===== config.mk =====
export PLATFORM = sky130hd
export DESIGN_NAME = cartridge_real_time_clock_core
export DESIGN_NICKNAME = d
export VERILOG_FILES = /design/src/hw/rtl/crtc_pkg.sv /design/src/hw/rtl/crtc_cell.sv /design/src/hw/rtl/cartridge_real_time_clock_core.sv
export SDC_FILE = /design/constraint.sdc
export NUM_CORES = 1
export LEC_CHECK = 0
export ABC_AREA = 1
export BUFFER_PORTS_ARGS = -buffer_cell sky130_fd_sc_hd__buf_2
export CAP_MARGIN = 20
export CORE_MARGIN = 2
export CORE_UTILIZATION = 35
export CTS_BUF_LIST = sky130_fd_sc_hd__clkbuf_4 sky130_fd_sc_hd__clkbuf_8
export DETAILED_ROUTE_END_ITERATION = 8
export GPL_TIMING_DRIVEN = 0
export PLACE_DENSITY = 0.5
export SETUP_SLACK_MARGIN = 0.2
export SLEW_MARGIN = 20
export SYNTH_ARGS = -nofsm -noshare
export SYNTH_HDL_FRONTEND = slang
export SYNTH_SLANG_ARGS = --single-unit

===== constraint.sdc =====
create_clock -name aclk -period 4.44 [get_ports aclk]
set_clock_uncertainty 0.1 [all_clocks]
set_input_delay 0.444 -clock aclk [delete_from_list [all_inputs] [get_ports aclk]]
set_output_delay 0.444 -clock aclk [all_outputs]
set_load 0.05 [all_outputs]

===== src/hw/rtl/crtc_pkg.sv =====
package crtc_pkg;

    localparam int DAYS_PER_WRAP_DEF    = 365;
    localparam int TICKS_PER_SECOND_DEF = 60;

    localparam int SUBTICK_W = 6;
    localparam int SECONDS_W = 6;
    localparam int MINUTES_W = 6;
    localparam int HOURS_W   = 5;
    localparam int DAYS_W    = 9;

    localparam int SECONDS_PER_MINUTE = 60;
    localparam int MINUTES_PER_HOUR   = 60;
    localparam int HOURS_PER_DAY      = 24;

    localparam logic [7:0] MOD_SIXTY  = 8'd60;
    localparam logic [7:0] MOD_HOURS  = 8'd24;
    localparam logic [7:0] UNUSED_REG = 8'hff;

    localparam int LATCH_DEPTH = 8;

    localparam logic [1:0] OP_TICK  = 2'd0;
    localparam logic [1:0] OP_LATCH = 2'd1;
    localparam logic [1:0] OP_WRITE = 2'd2;

    localparam logic [2:0] REG_SECONDS = 3'd0;
    localparam logic [2:0] REG_MINUTES = 3'd1;
    localparam logic [2:0] REG_HOURS   = 3'd2;
    localparam logic [2:0] REG_DAY_LO  = 3'd3;
    localparam logic [2:0] REG_DAY_HI  = 3'd4;

    typedef struct packed {
        logic [1:0] op;
        logic [3:0] reg_select;
        logic [7:0] data;
    } crtc_in_t;

    typedef struct packed {
        logic [7:0]           read_data;
        logic [SUBTICK_W-1:0] live_subtick;
        logic [SECONDS_W-1:0] live_seconds;
        logic [MINUTES_W-1:0] live_minutes;
        logic [HOURS_W-1:0]   live_hours;
        logic [DAYS_W-1:0]    live_days;
        logic                 halted;
        logic                 day_carry;
    } crtc_out_t;

    typedef struct packed {
        logic en;    // beat accepted this cycle
        logic step;  // carry in from the lower cell
        logic load;  // direct load from a register write
    } crtc_cell_ctrl_t;

    // Byte remainder by a constant: four compare-subtract steps cover values
    // below 16x the modulus.
    function automatic logic [7:0] crtc_mod_byte(input logic [7:0] value,
                                                 input logic [7:0] modulus);
        logic [9:0] rem;
        logic [9:0] trial;
        rem = {2'b00, value};
        for (int k = 3; k >= 0; k--) begin
            trial = {2'b00, modulus} << k;
            if (rem >= trial) begin
                rem = rem - trial;
            end
        end
        return rem[7:0];
    endfunction

endpackage


===== src/hw/rtl/crtc_cell.sv =====
module crtc_cell #(
    parameter int WIDTH   = crtc_pkg::SECONDS_W,
    parameter int MODULUS = crtc_pkg::SECONDS_PER_MINUTE
) (
    input  logic                     aclk,
    input  logic                     aresetn,
    input  crtc_pkg::crtc_cell_ctrl_t ctrl,
    input  logic [WIDTH-1:0]         load_value,
    output logic                     carry_out,
    output logic [WIDTH-1:0]         count,
    output logic [WIDTH-1:0]         count_next
);
    import crtc_pkg::*;

    logic [WIDTH-1:0] count_reg;
    logic [WIDTH-1:0] sum;
    logic             wrap;

    // Increment wraps at WIDTH bits without carry; hitting MODULUS clears and carries.
    assign sum       = count_reg + WIDTH'(1);
    assign wrap      = ctrl.step && (sum == WIDTH'(MODULUS));
    assign carry_out = wrap;

    always_comb begin
        count_next = count_reg;
        if (ctrl.load) begin
            count_next = load_value;
        end else if (ctrl.step) begin
            count_next = wrap ? '0 : sum;
        end
    end

    always_ff @(posedge aclk) begin
        if (!aresetn) begin
            count_reg <= '0;
        end else if (ctrl.en) begin
            count_reg <= count_next;
        end
    end

    assign count = count_reg;

endmodule


===== src/hw/rtl/cartridge_real_time_clock_core.sv =====
// Latency: a result beat appears on m_ the cycle after its input beat is accepted.
// Throughput: one beat per cycle while s_ready is high; the tick carry ripples
// through the five counter cells (subtick, seconds, minutes, hours, days)
// within that cycle. s_ready stays high while the output register is empty or
// being drained. Synchronous active-low reset clears all counters, flags,
// latched registers and the output valid.
module cartridge_real_time_clock_core #(
    parameter int DAYS_PER_WRAP    = crtc_pkg::DAYS_PER_WRAP_DEF,
    parameter int TICKS_PER_SECOND = crtc_pkg::TICKS_PER_SECOND_DEF
) (
    input  logic               aclk,
    input  logic               aresetn,
    input  logic               s_valid,
    output logic               s_ready,
    input  crtc_pkg::crtc_in_t  s_data,
    output logic               m_valid,
    input  logic               m_ready,
    output crtc_pkg::crtc_out_t m_data
);
    import crtc_pkg::*;

    logic       fire;
    logic       tick_en;
    logic       latch_en;
    logic       write_en;
    logic [2:0] reg_index;
    logic       latch_rise;

    logic       m_valid_reg;
    crtc_out_t  m_data_reg;
    logic       latch_prev_reg;
    logic       halt_reg;
    logic       halt_next;
    logic       carry_reg;
    logic       carry_next;
    logic [7:0] latched_reg  [LATCH_DEPTH];
    logic [7:0] latched_next [LATCH_DEPTH];

    crtc_cell_ctrl_t sub_ctrl, sec_ctrl, min_ctrl, hour_ctrl, day_ctrl;
    logic sub_carry, sec_carry, min_carry, hour_carry, day_carry;

    logic [SUBTICK_W-1:0] sub_count, sub_next;
    logic [SECONDS_W-1:0] sec_count, sec_next, sec_load;
    logic [MINUTES_W-1:0] min_count, min_next, min_load;
    logic [HOURS_W-1:0]   hour_count, hour_next, hour_load;
    logic [DAYS_W-1:0]    day_count, day_next, day_load;
    logic [7:0]           mod60;
    logic [7:0]           mod24;

    assign s_ready = !m_valid_reg || m_ready;
    assign fire    = s_valid && s_ready;

    always_comb begin
        tick_en  = 1'b0;
        latch_en = 1'b0;
        write_en = 1'b0;
        unique case (s_data.op)
            OP_TICK:  tick_en  = fire && !halt_reg;
            OP_LATCH: latch_en = fire;
            OP_WRITE: write_en = fire && s_data.reg_select[3];
            default: ;
        endcase
    end

    assign reg_index  = s_data.reg_select[2:0];
    assign latch_rise = latch_en && s_data.data[0] && !latch_prev_reg;

    assign mod60     = crtc_mod_byte(s_data.data, MOD_SIXTY);
    assign mod24     = crtc_mod_byte(s_data.data, MOD_HOURS);
    assign sec_load  = mod60[SECONDS_W-1:0];
    assign min_load  = mod60[MINUTES_W-1:0];
    assign hour_load = mod24[HOURS_W-1:0];
    assign day_load  = (reg_index == REG_DAY_LO) ? {day_count[DAYS_W-1], s_data.data}
                                                  : {s_data.data[0], day_count[7:0]};

    // carry chain: each cell above subtick steps on the carry of its lower neighbor
    assign sub_ctrl  = '{en: fire, step: tick_en,    load: 1'b0};
    assign sec_ctrl  = '{en: fire, step: sub_carry,
                         load: write_en && (reg_index == REG_SECONDS)};
    assign min_ctrl  = '{en: fire, step: sec_carry,
                         load: write_en && (reg_index == REG_MINUTES)};
    assign hour_ctrl = '{en: fire, step: min_carry,
                         load: write_en && (reg_index == REG_HOURS)};
    assign day_ctrl  = '{en: fire, step: hour_carry,
                         load: write_en && (reg_index == REG_DAY_LO ||
                                            reg_index == REG_DAY_HI)};

    crtc_cell #(.WIDTH(SUBTICK_W), .MODULUS(TICKS_PER_SECOND)) u_subtick (
        .aclk, .aresetn, .ctrl(sub_ctrl), .load_value('0),
        .carry_out(sub_carry), .count(sub_count), .count_next(sub_next)
    );

    crtc_cell #(.WIDTH(SECONDS_W), .MODULUS(SECONDS_PER_MINUTE)) u_seconds (
        .aclk, .aresetn, .ctrl(sec_ctrl), .load_value(sec_load),
        .carry_out(sec_carry), .count(sec_count), .count_next(sec_next)
    );

    crtc_cell #(.WIDTH(MINUTES_W), .MODULUS(MINUTES_PER_HOUR)) u_minutes (
        .aclk, .aresetn, .ctrl(min_ctrl), .load_value(min_load),
        .carry_out(min_carry), .count(min_count), .count_next(min_next)
    );

    crtc_cell #(.WIDTH(HOURS_W), .MODULUS(HOURS_PER_DAY)) u_hours (
        .aclk, .aresetn, .ctrl(hour_ctrl), .load_value(hour_load),
        .carry_out(hour_carry), .count(hour_count), .count_next(hour_next)
    );

    crtc_cell #(.WIDTH(DAYS_W), .MODULUS(DAYS_PER_WRAP)) u_days (
        .aclk, .aresetn, .ctrl(day_ctrl), .load_value(day_load),
        .carry_out(day_carry), .count(day_count), .count_next(day_next)
    );

    always_comb begin
        halt_next  = halt_reg;
        carry_next = carry_reg || day_carry;
        if (write_en && reg_index == REG_DAY_HI) begin
            halt_next  = s_data.data[6];
            carry_next = s_data.data[7];
        end
    end

    always_comb begin
        for (int i = 0; i < LATCH_DEPTH; i++) begin
            latched_next[i] = latched_reg[i];
        end
        if (latch_rise) begin
            latched_next[REG_SECONDS] = 8'(sec_count);
            latched_next[REG_MINUTES] = 8'(min_count);
            latched_next[REG_HOURS]   = 8'(hour_count);
            latched_next[REG_DAY_LO]  = day_count[7:0];
            latched_next[REG_DAY_HI]  = {carry_reg, halt_reg, 5'b00000, day_count[DAYS_W-1]};
            for (int i = REG_DAY_HI + 1; i < LATCH_DEPTH; i++) begin
                latched_next[i] = UNUSED_REG;
            end
        end else if (write_en && reg_index <= REG_DAY_HI) begin
            latched_next[reg_index] = s_data.data;
        end
    end

    always_ff @(posedge aclk) begin
        if (!aresetn) begin
            latch_prev_reg <= 1'b0;
            halt_reg       <= 1'b0;
            carry_reg      <= 1'b0;
            for (int i = 0; i < LATCH_DEPTH; i++) begin
                latched_reg[i] <= '0;
            end
        end else if (fire) begin
            if (latch_en) begin
                latch_prev_reg <= s_data.data[0];
            end
            halt_reg    <= halt_next;
            carry_reg   <= carry_next;
            latched_reg <= latched_next;
        end
    end

    always_ff @(posedge aclk) begin
        if (!aresetn) begin
            m_valid_reg <= 1'b0;
        end else if (fire) begin
            m_valid_reg <= 1'b1;
        end else if (m_ready) begin
            m_valid_reg <= 1'b0;
        end
    end

    always_ff @(posedge aclk) begin
        if (fire) begin
            m_data_reg.read_data    <= latched_next[reg_index];
            m_data_reg.live_subtick <= sub_next;
            m_data_reg.live_seconds <= sec_next;
            m_data_reg.live_minutes <= min_next;
            m_data_reg.live_hours   <= hour_next;
            m_data_reg.live_days    <= day_next;
            m_data_reg.halted       <= halt_next;
            m_data_reg.day_carry    <= carry_next;
        end
    end

    assign m_valid = m_valid_reg;
    assign m_data  = m_data_reg;

endmodule


# Word level (Yosys, flattened, before mapping)
# Index checks and enable logic that the tools add are counted.
# totals
reg_bits	142
out_inout_bits	44
# op_classes
add_sub_neg	12
magnitude_cmp	10
eq_ne	11
n_mux	37
bitwise	1
n_reduce_logical	27
# ops
operator	count
$mux 64	2
$bwmux 64	1
$mux 6	9
$mux 10	5
$mux 9	4
$bmux 8 s3	1
$demux 8 s3	1
$mux 8	3
$ge 10x6->1 const B	2
$ge 10x7->1 const B	2
$mux 5	4
$sub 10x7->10 const B	2
$add 6x1->6 const B	3
$eq 6x6->1 const B	3
$sub 8x8->9 const B	2
$logic_and 1x1->1	17
$ge 8x8->1 const B	2
$ge 10x5->1 const B	1
$sub 10x6->10 const B	1
$add 9x1->9 const B	1
$eq 9x9->1 const B	1
$mux 1	7
$eq 3x2->1 const B	2
$sub 6x6->6 const B	1
other kinds (17)	21

# Longest topological paths before layout
# Gate-level depths: netlist (run 1).
# depth
word_depth	13
ltp_mapped	23
ltp_nobuf	23

# By module
# A second synthesis (run 1) with hierarchy kept.
# hier_totals
hier_cells	1137
hier_area_um2	8260.4
# modules_own_cells
module	instances	cells_each	area_each_um2	seq_area_each_um2
cartridge_real_time_clock_core	1	661	5313.8	2622.5
crtc_cell (u_minutes ...)	3	87	551.8	120.1
crtc_cell (u_days)	1	139	832.0	180.2
crtc_cell (u_hours)	1	76	459.2	100.1

# Least setup slack after synthesis (run 1)
# OpenSTA, ideal clock, no wires.
# synth_path
path_type	register -> register
startpoint	reg m_valid_reg (netlist: m_valid)
endpoint	reg m_data_reg, in the netlist m_data[41], data pin
arrival_ns	3.415
required_time_ns	4.065
slack_ns	0.651
path_stages_with_launch	13
period_less_slack_ns	3.789
cell_sequence	dfxtp_1 > a21oi_2 > nand4_1 > buf_2 > nor2_1 > clkinv_1 > buf_2 > nand2_1 > o21ai_0 > nand2_1 > o22ai_1 > nor2_1 > o221ai_1
# synth_via
elab_chain_cells	11
word_cells_on_any_way	14
cone_classes	mux (7); reduce/logical (7)
# synth_rtl
item	line	text
from (decl)	cartridge_real_time_clock_core.sv:29	logic m_valid_reg;
from (signal assigned)	cartridge_real_time_clock_core.sv:160	m_valid_reg <= 1'b0;
from (signal assigned)	cartridge_real_time_clock_core.sv:162	m_valid_reg <= 1'b1;
from (signal assigned)	cartridge_real_time_clock_core.sv:164	m_valid_reg <= 1'b0;
$logic_not 1->1 *	cartridge_real_time_clock_core.sv:50	assign s_ready = !m_valid_reg || m_ready;
$logic_or 1x1->1 *	cartridge_real_time_clock_core.sv:50	
$logic_and 1x1->1 *	cartridge_real_time_clock_core.sv:51	assign fire = s_valid && s_ready;
net fire	cartridge_real_time_clock_core.sv:22	logic fire;
$logic_and 1x1->1	cartridge_real_time_clock_core.sv:60	OP_WRITE: write_en = fire && s_data.reg_select[3];
$mux 1	cartridge_real_time_clock_core.sv:57	unique case (s_data.op)
$logic_and 1x1->1	cartridge_real_time_clock_core.sv:135	end else if (write_en && reg_index <= REG_DAY_HI) begin
$mux 64	cartridge_real_time_clock_core.sv:135	
$mux 64 *	cartridge_real_time_clock_core.sv:126	if (latch_rise) begin
$bmux 8 s3 *	cartridge_real_time_clock_core.sv:170	m_data_reg.read_data <= latched_next[reg_index];
$mux 8 (implied by the code) * (2 in a row)	cartridge_real_time_clock_core.sv:170	
to (decl)	cartridge_real_time_clock_core.sv:30	crtc_out_t m_data_reg;
# Mark *: on every way through the listed nets, which the timed path passes. The rest lies on a longest branch. The select of a mux whose other input is x is not followed.
# A chain may end at the register's enable or synchronous reset.

# Worst setup path after layout (run 1)
# layout_path
startpoint	reg m_valid_reg (netlist: m_valid)
endpoint	reg m_data_reg, in the netlist m_data[39], data pin
# The elaborated chain is that of the path after synthesis.

==> results of run 1 <==
## worst reg2reg max path: stages, from the launching register on
cell,delay [ns]
dfxtp_1,0.36
a21oi_4,0.38
buf_16,0.23
nand2_1,0.08
nor2_1,0.09
nand2_1,0.07
nor2_1,0.51
clkinv_1,0.30
clkbuf_1,0.35
o21ai_0,0.38
o22ai_1,0.17
a31oi_1,0.26
o2111ai_1,0.17
## metrics by stage
stage                     instance area, µm²  setup TNS, ns  cells  worst slack (ns)  hold WS (ns)
after floorplan                         7412              0    980            0.6507        0.3270
after global placement                  8056         -78.43   1315            -1.267        0.3377
after detailed placement                8119              0   1317            0.3958        0.3437
after CTS                               8518              0   1349            0.6061        0.1643
after global routing                    8518              0   1349            0.3493        0.1967
final                                   8518              0   1349            0.7170        0.1824
## synthesized netlist by cell type, drive strengths merged (6+ instances only)
master / instances
nand3: 58
xor2: 21
nor3: 8
ha: 17
inv: 112
nand4: 12
nand2: 205
nor2: 151
edfxtp: 42
or2: 6
o22ai: 12
buf: 7
clkbuf: 26
dfxtp: 100
o211ai: 28
a21oi: 40
o21ai: 104
## logic make-up (layout without fill, tap and decap cells)
kind of cell / after synthesis / count (layout)
and+or+nand+nor: 449 / 449
AOI/OAI and AO/OA: 198 / 198
buffers and inverters: 150 / 244
DFF: 142 / 142
xor gates and xnor gates: 24 / 24
adders and majority gates: 17 / 17
## routing by layer
| metal | up-vias | global-route usage |
|---|---|---|
| met1 | 3053 | 0.2884 |
| li1 | 3415 | - |
| met2 | 155 | 0.3220 |
| met5 | - | 0 |
| met3 | 19 | 0.03628 |
| met4 | 0 | 0.05048 |
## report_power, final
group | internal [mW] | leakage [nW] | switching [mW]
clock | 0.473 | 0.206 | 0.594
sequential | 1.37 | 1.23 | 0.0119
combinational | 0.0976 | 2.14 | 0.279
total | 1.94 | 3.58 | 0.885
## final timing paths
check                  startpoint               to  slack (ns)  cells after the start
setup reg to reg          m_valid       m_data[39]        0.72                     12
setup / recovery          m_valid       m_data[39]        0.72                     12
hold / removal            s_valid          m_valid        0.18                      3
hold reg to reg   latched_reg[11]  latched_reg[11]        0.35                      2
## cell type report
type	instances	area, µm²
tap	275	344.1
clock buffer	17	234.0
clock inverter	15	165.2
sequential	142	3263
inverter	117	444.2
buffer	33	145.1
fill	2220	12370
multi-input combinational	688	3567
timing repair buffer	62	355.3
==> impl_metrics.env, run 1 <==
export IMPL_synthAdderAreaFrac=0.02870
export IMPL_ys_types=48
export IMPL_utilization=0.4078
export IMPL_core_mm2=0.02089
export IMPL_globalRouteTotalUtil=0.2037
export IMPL_synth_warnings=0
export IMPL_cpLargestDelayFamily="compound AO/OA/AOI/OAI gates"
export IMPL_rsz0062_at_grt="no"
export IMPL_pin_count=62
export IMPL_yosys_top_cells_area="dfxtp_1 27%, edfxtp_1 17%, nand2_1 9.8%"
export IMPL_worstPathCellList="a21oi_4, buf_16, nand2_1, nor2_1, nand2_1, nor2_1, clkinv_1, clkbuf_1, o21ai_0, o22ai_1, a31oi_1, o2111ai_1"
export IMPL_critPathLaunchType="flop"
export IMPL_total_power_mw=2.829
export IMPL_drc_errors=0
export IMPL_hold_viol=0
export IMPL_hold_buffers=0
export IMPL_path_clk_slew_ns=0.09
export IMPL_powerDensity_mw_per_mm2=332.1
export IMPL_wl_um=21850
export IMPL_maxSlewHeadroom=0.3963
export IMPL_finalMaxSlewViolations=0
export IMPL_final_common_cell="nand2_1"
export IMPL_hpwlAfterDp_um=16150
export IMPL_route_met2_wl_um=9835
export IMPL_grt_pass1_wl_um=34720
export IMPL_viasPerCell=4.924
export IMPL_synth_area_per_cell_um2=7.563
export IMPL_cts_tree="yes"
export IMPL_path_buf_inv=3
export IMPL_synth_simple_gate_area_frac=0.2672
export IMPL_holdCritPathClass="in2reg"
export IMPL_start_util=0.3548
export IMPL_synth_top_area_cell="dfxtp_1"
export IMPL_cts_resized=0
export IMPL_post_route_min_period_ns=3.723
export IMPL_synth_xor_area_share=0.02937
export IMPL_drt_first_pass_iters=5
export IMPL_ant_nets=0
export IMPL_cts_setup_buffers=0
export IMPL_netlist_area_mm2=0.007412
export IMPL_diodes=0
export IMPL_tightest_slew_ns=0.8961
export IMPL_ys_ff_latch=142
export IMPL_p_leak_nw=3.581
export IMPL_die_w_um=149.5
export IMPL_nets=1096
export IMPL_drt_first_iter_violations=421
export IMPL_drv_cap=0
export IMPL_wl_met3_um=1033
export IMPL_worstPathRequired_ns=4.53
export IMPL_wl_met1_um=10710
export IMPL_synth_top_cell_area_share=0.2701
export IMPL_grt_pass1_vias=6177
export IMPL_insertion_delay_ns=0.47
export IMPL_synthFlopType="dfxtp_1"
export IMPL_irDropWorstVdd_v=0.0001799
export IMPL_status="complete, no violations"
export IMPL_synthesis_nets=1015
export IMPL_syn2layout_area_growth_pct=14.92
export IMPL_highest_layer="met4"
export IMPL_drive_gt1_frac=0.1453
export IMPL_ys_seq_area_frac=0.4402
export IMPL_vias=6642
export IMPL_largest_reg_flops=64
export IMPL_antenna_found_initial=0
export IMPL_synthesis_instances=980
export IMPL_die_h_um=149.5
export IMPL_cts_sinks=142
export IMPL_wl_per_cell_um=16.20
export IMPL_max_stage_delay_ns=0.51
export IMPL_cts_root_buf="clkbuf_8"
export IMPL_grt_max_degree=24
export IMPL_htree_levels=4
export IMPL_synth_compound_area_share=0.1550
export IMPL_final_period_utilization=0.8385
export IMPL_clockBufferDepth=2
export IMPL_setup_violations=0
export IMPL_max_freq_ghz=0.2686
export IMPL_overflow=0
export IMPL_finalWeightedCongestion=0.8300
export IMPL_ys_async_sr_fraction=0
export IMPL_arrival_ns=3.81
export IMPL_synth_edf_count=42
export IMPL_numCtsBuffers=17
export IMPL_portBuffers=60
export IMPL_end_kind="flop"
export IMPL_die_area_mm2=0.02236
export IMPL_synth_mux_area_fraction=0
export IMPL_worstPathMaxFanout=23
export IMPL_slowest_stage="nor2_1"
export IMPL_most_common_layout_cells="194 x nand2_1, 136 x nor2_1, 105 x inv_1, 100 x dfxtp_1, 95 x o21ai_0"
export IMPL_fp_row_count=53
export IMPL_critical_path_class="reg2reg"
export IMPL_synth_top_family_by_area="simple AND/OR/NAND/NOR gates"
(Power assumes the default switching activity.)
==> run 2, diff against run 1 <==
==> constraint.sdc (replaced) <==
create_clock -name aclk -period 3.8 [get_ports aclk]
set_clock_uncertainty 0.1 [all_clocks]
set_input_delay 0.38 -clock aclk [delete_from_list [all_inputs] [get_ports aclk]]
set_output_delay 0.38 -clock aclk [all_outputs]
set_load 0.05 [all_outputs]
==> run 2 against run 1 <==
Die area unchanged; register-to-register slack got worse by 0.26 ns; critical endpoint is now m_data[35]; via count is 0.38% lower; fmax is 11% higher; power increased by 13%; clock power rose by 7%; hold slack worse by 0.042 ns; cell count unchanged; cell area fell by 0.32%.
==> impl_metrics.env, run 2 (synthesis results as in run 1) <==
export IMPL_status="complete, no violations"
export IMPL_regArea_mm2=0.003263
export IMPL_wl_per_cell_um=16.13
export IMPL_viasPerCell=4.905
export IMPL_hold_buffers=0
export IMPL_die_area_mm2=0.02236
export IMPL_antenna_found_initial=0
export IMPL_critPathLaunchType="flop"
export IMPL_vias=6617
export IMPL_slowest_stage="a21oi_4"
export IMPL_cts_sinks=142
export IMPL_cts_root_buf="clkbuf_8"
export IMPL_finalMaxSlewViolations=0
export IMPL_clockBufferDepth=2
export IMPL_setup_slack_ns=0.4580
export IMPL_r2r_slack_ns=0.46
export IMPL_tightest_slew_ns=0.9604
export IMPL_r2r_end="m_data[35]"
export IMPL_hold_viol=0
export IMPL_drt_first_pass_iters=5
export IMPL_most_common_layout_cells="194 x nand2_1, 134 x nor2_1, 105 x inv_1, 100 x dfxtp_1, 94 x o21ai_0"
export IMPL_path_clk_slew_ns=0.08
export IMPL_pin_count=62
export IMPL_irDropWorstVdd_v=0.0002112
export IMPL_worstPathRequired_ns=3.88
export IMPL_min_path_cells=3
export IMPL_nets=1096
export IMPL_drive_gt1_frac=0.1471
export IMPL_die_w_um=149.5
export IMPL_finalWeightedCongestion=0.8535
export IMPL_hpwlAfterDp_um=16030
export IMPL_portBuffers=60
export IMPL_overflow=0
export IMPL_die_h_um=149.5
export IMPL_drt_first_iter_violations=513
export IMPL_worstPathMaxFanout=20
export IMPL_setup_violations=0
export IMPL_multi_input_area_mm2=0.003577
export IMPL_arrival_ns=3.43
export IMPL_rsz0062_at_grt="no"
export IMPL_grt_pass1_vias=6326
export IMPL_final_common_cell="nand2_1"
export IMPL_rr_worst_depth=14
export IMPL_min_to="m_valid"
export IMPL_p_leak_nw=3.553
export IMPL_grt_pass1_wl_um=35050
export IMPL_max_stage_delay_ns=0.39
export IMPL_largest_reg_flops=64
export IMPL_post_route_min_period_ns=3.342
export IMPL_syn2layout_area_growth_pct=14.55
export IMPL_numCtsBuffers=17
export IMPL_drc_errors=0
export IMPL_final_period_utilization=0.8795
export IMPL_cts_tree="yes"
export IMPL_max_freq_ghz=0.2992
export IMPL_reg2reg_from="m_valid"
export IMPL_diodes=0
export IMPL_holdCritPathClass="in2reg"
export IMPL_fillers=2243
export IMPL_globalRouteTotalUtil=0.2048
export IMPL_wl_um=21760
export IMPL_fp_row_count=53
export IMPL_ant_nets=0
export IMPL_pre_cts_ws_ns=-0.2339
export IMPL_core_mm2=0.02089
export IMPL_drv_cap=0
export IMPL_grt_max_degree=21
export IMPL_htree_levels=4
export IMPL_powerDensity_mw_per_mm2=377.6
export IMPL_utilization=0.4065
export IMPL_start_util=0.3548
export IMPL_insertion_delay_ns=0.47
export IMPL_end_kind="flop"
export IMPL_critical_path_class="reg2reg"
export IMPL_hp_start="s_valid"
export IMPL_setup_tns_ns=0
export IMPL_worstPathCellList="a21oi_4, buf_16, nand4_1, buf_2, nor2_2, clkinv_1, nor2_1, inv_1, o21ai_0, o21ai_0, inv_1, o22ai_1, nor2_1, o2111ai_1"
export IMPL_maxSlewHeadroom=0.3530
==> run 2: report_power, final <==
part	internal [mW]	switching, mW
clock network	0.522	0.627
registers	1.60	0.0143
logic	0.114	0.325
total	2.24	0.966
==> run 2: metal layers <==
layer	vias to the layer above	wire (µm)	global-route usage
met3	27	691	0.03567
met1	3072	11000	0.2869
met4	0	409	0.06000
met2	111	9650	0.3234
met5	-	0	0
li1	3407	-	-
==> run 2: how the worst max path moves through the flow <==
stage               startpoint         end  slack [ns]  cells after the start
floorplan              m_valid  m_data[41]        0.50                     12
global placement       m_ready  m_data[39]       -1.09                     13
detailed placement     m_ready  m_data[39]       -0.23                     14
CTS                    m_valid  m_data[41]        0.22                     13
global route           m_valid  m_data[40]        0.20                     13
finish                 m_valid  m_data[35]        0.46                     14
==> run 2: what timing repair did <==
action	4_1_cts	5_1_grt
hold endpoints to repair	0	0
gates resized for setup	2	2
setup buffers	0	0
setup endpoints to repair	6	7
==> run 2: final cells by class <==
type | instances | area share
clock inverters | 14 | 0.01415
clock buffers | 18 | 0.02844
multi-input cells | 688 | 0.4213
repair buffers | 62 | 0.04185
well taps | 275 | 0.04052
flip-flops and latches | 142 | 0.3843
inverters | 117 | 0.05231
plain buffers | 33 | 0.01709
==> run 2: worst max-delay path, delay by kind of cell (launching register included) <==
family	cells	cell delay, ns
buffers and inverters	5	0.94
and+or+nand+nor	4	0.84
AOI/OAI and AO/OA	5	0.79
DFF	1	0.35
==> run 2: stage by stage <==
step / total power, mW / std cells / area (µm²) / hold WS [ns]
finish: 3.206 / 1349 / 8491 / 0.1402
floorplan: 1.961 / 980 / 7420 / 0.3270
global placement: 2.084 / 1315 / 8064 / 0.3384
detailed placement: 2.093 / 1317 / 8119 / 0.3436
global route: 3.358 / 1349 / 8491 / 0.1594
CTS: 3.239 / 1349 / 8488 / 0.1308
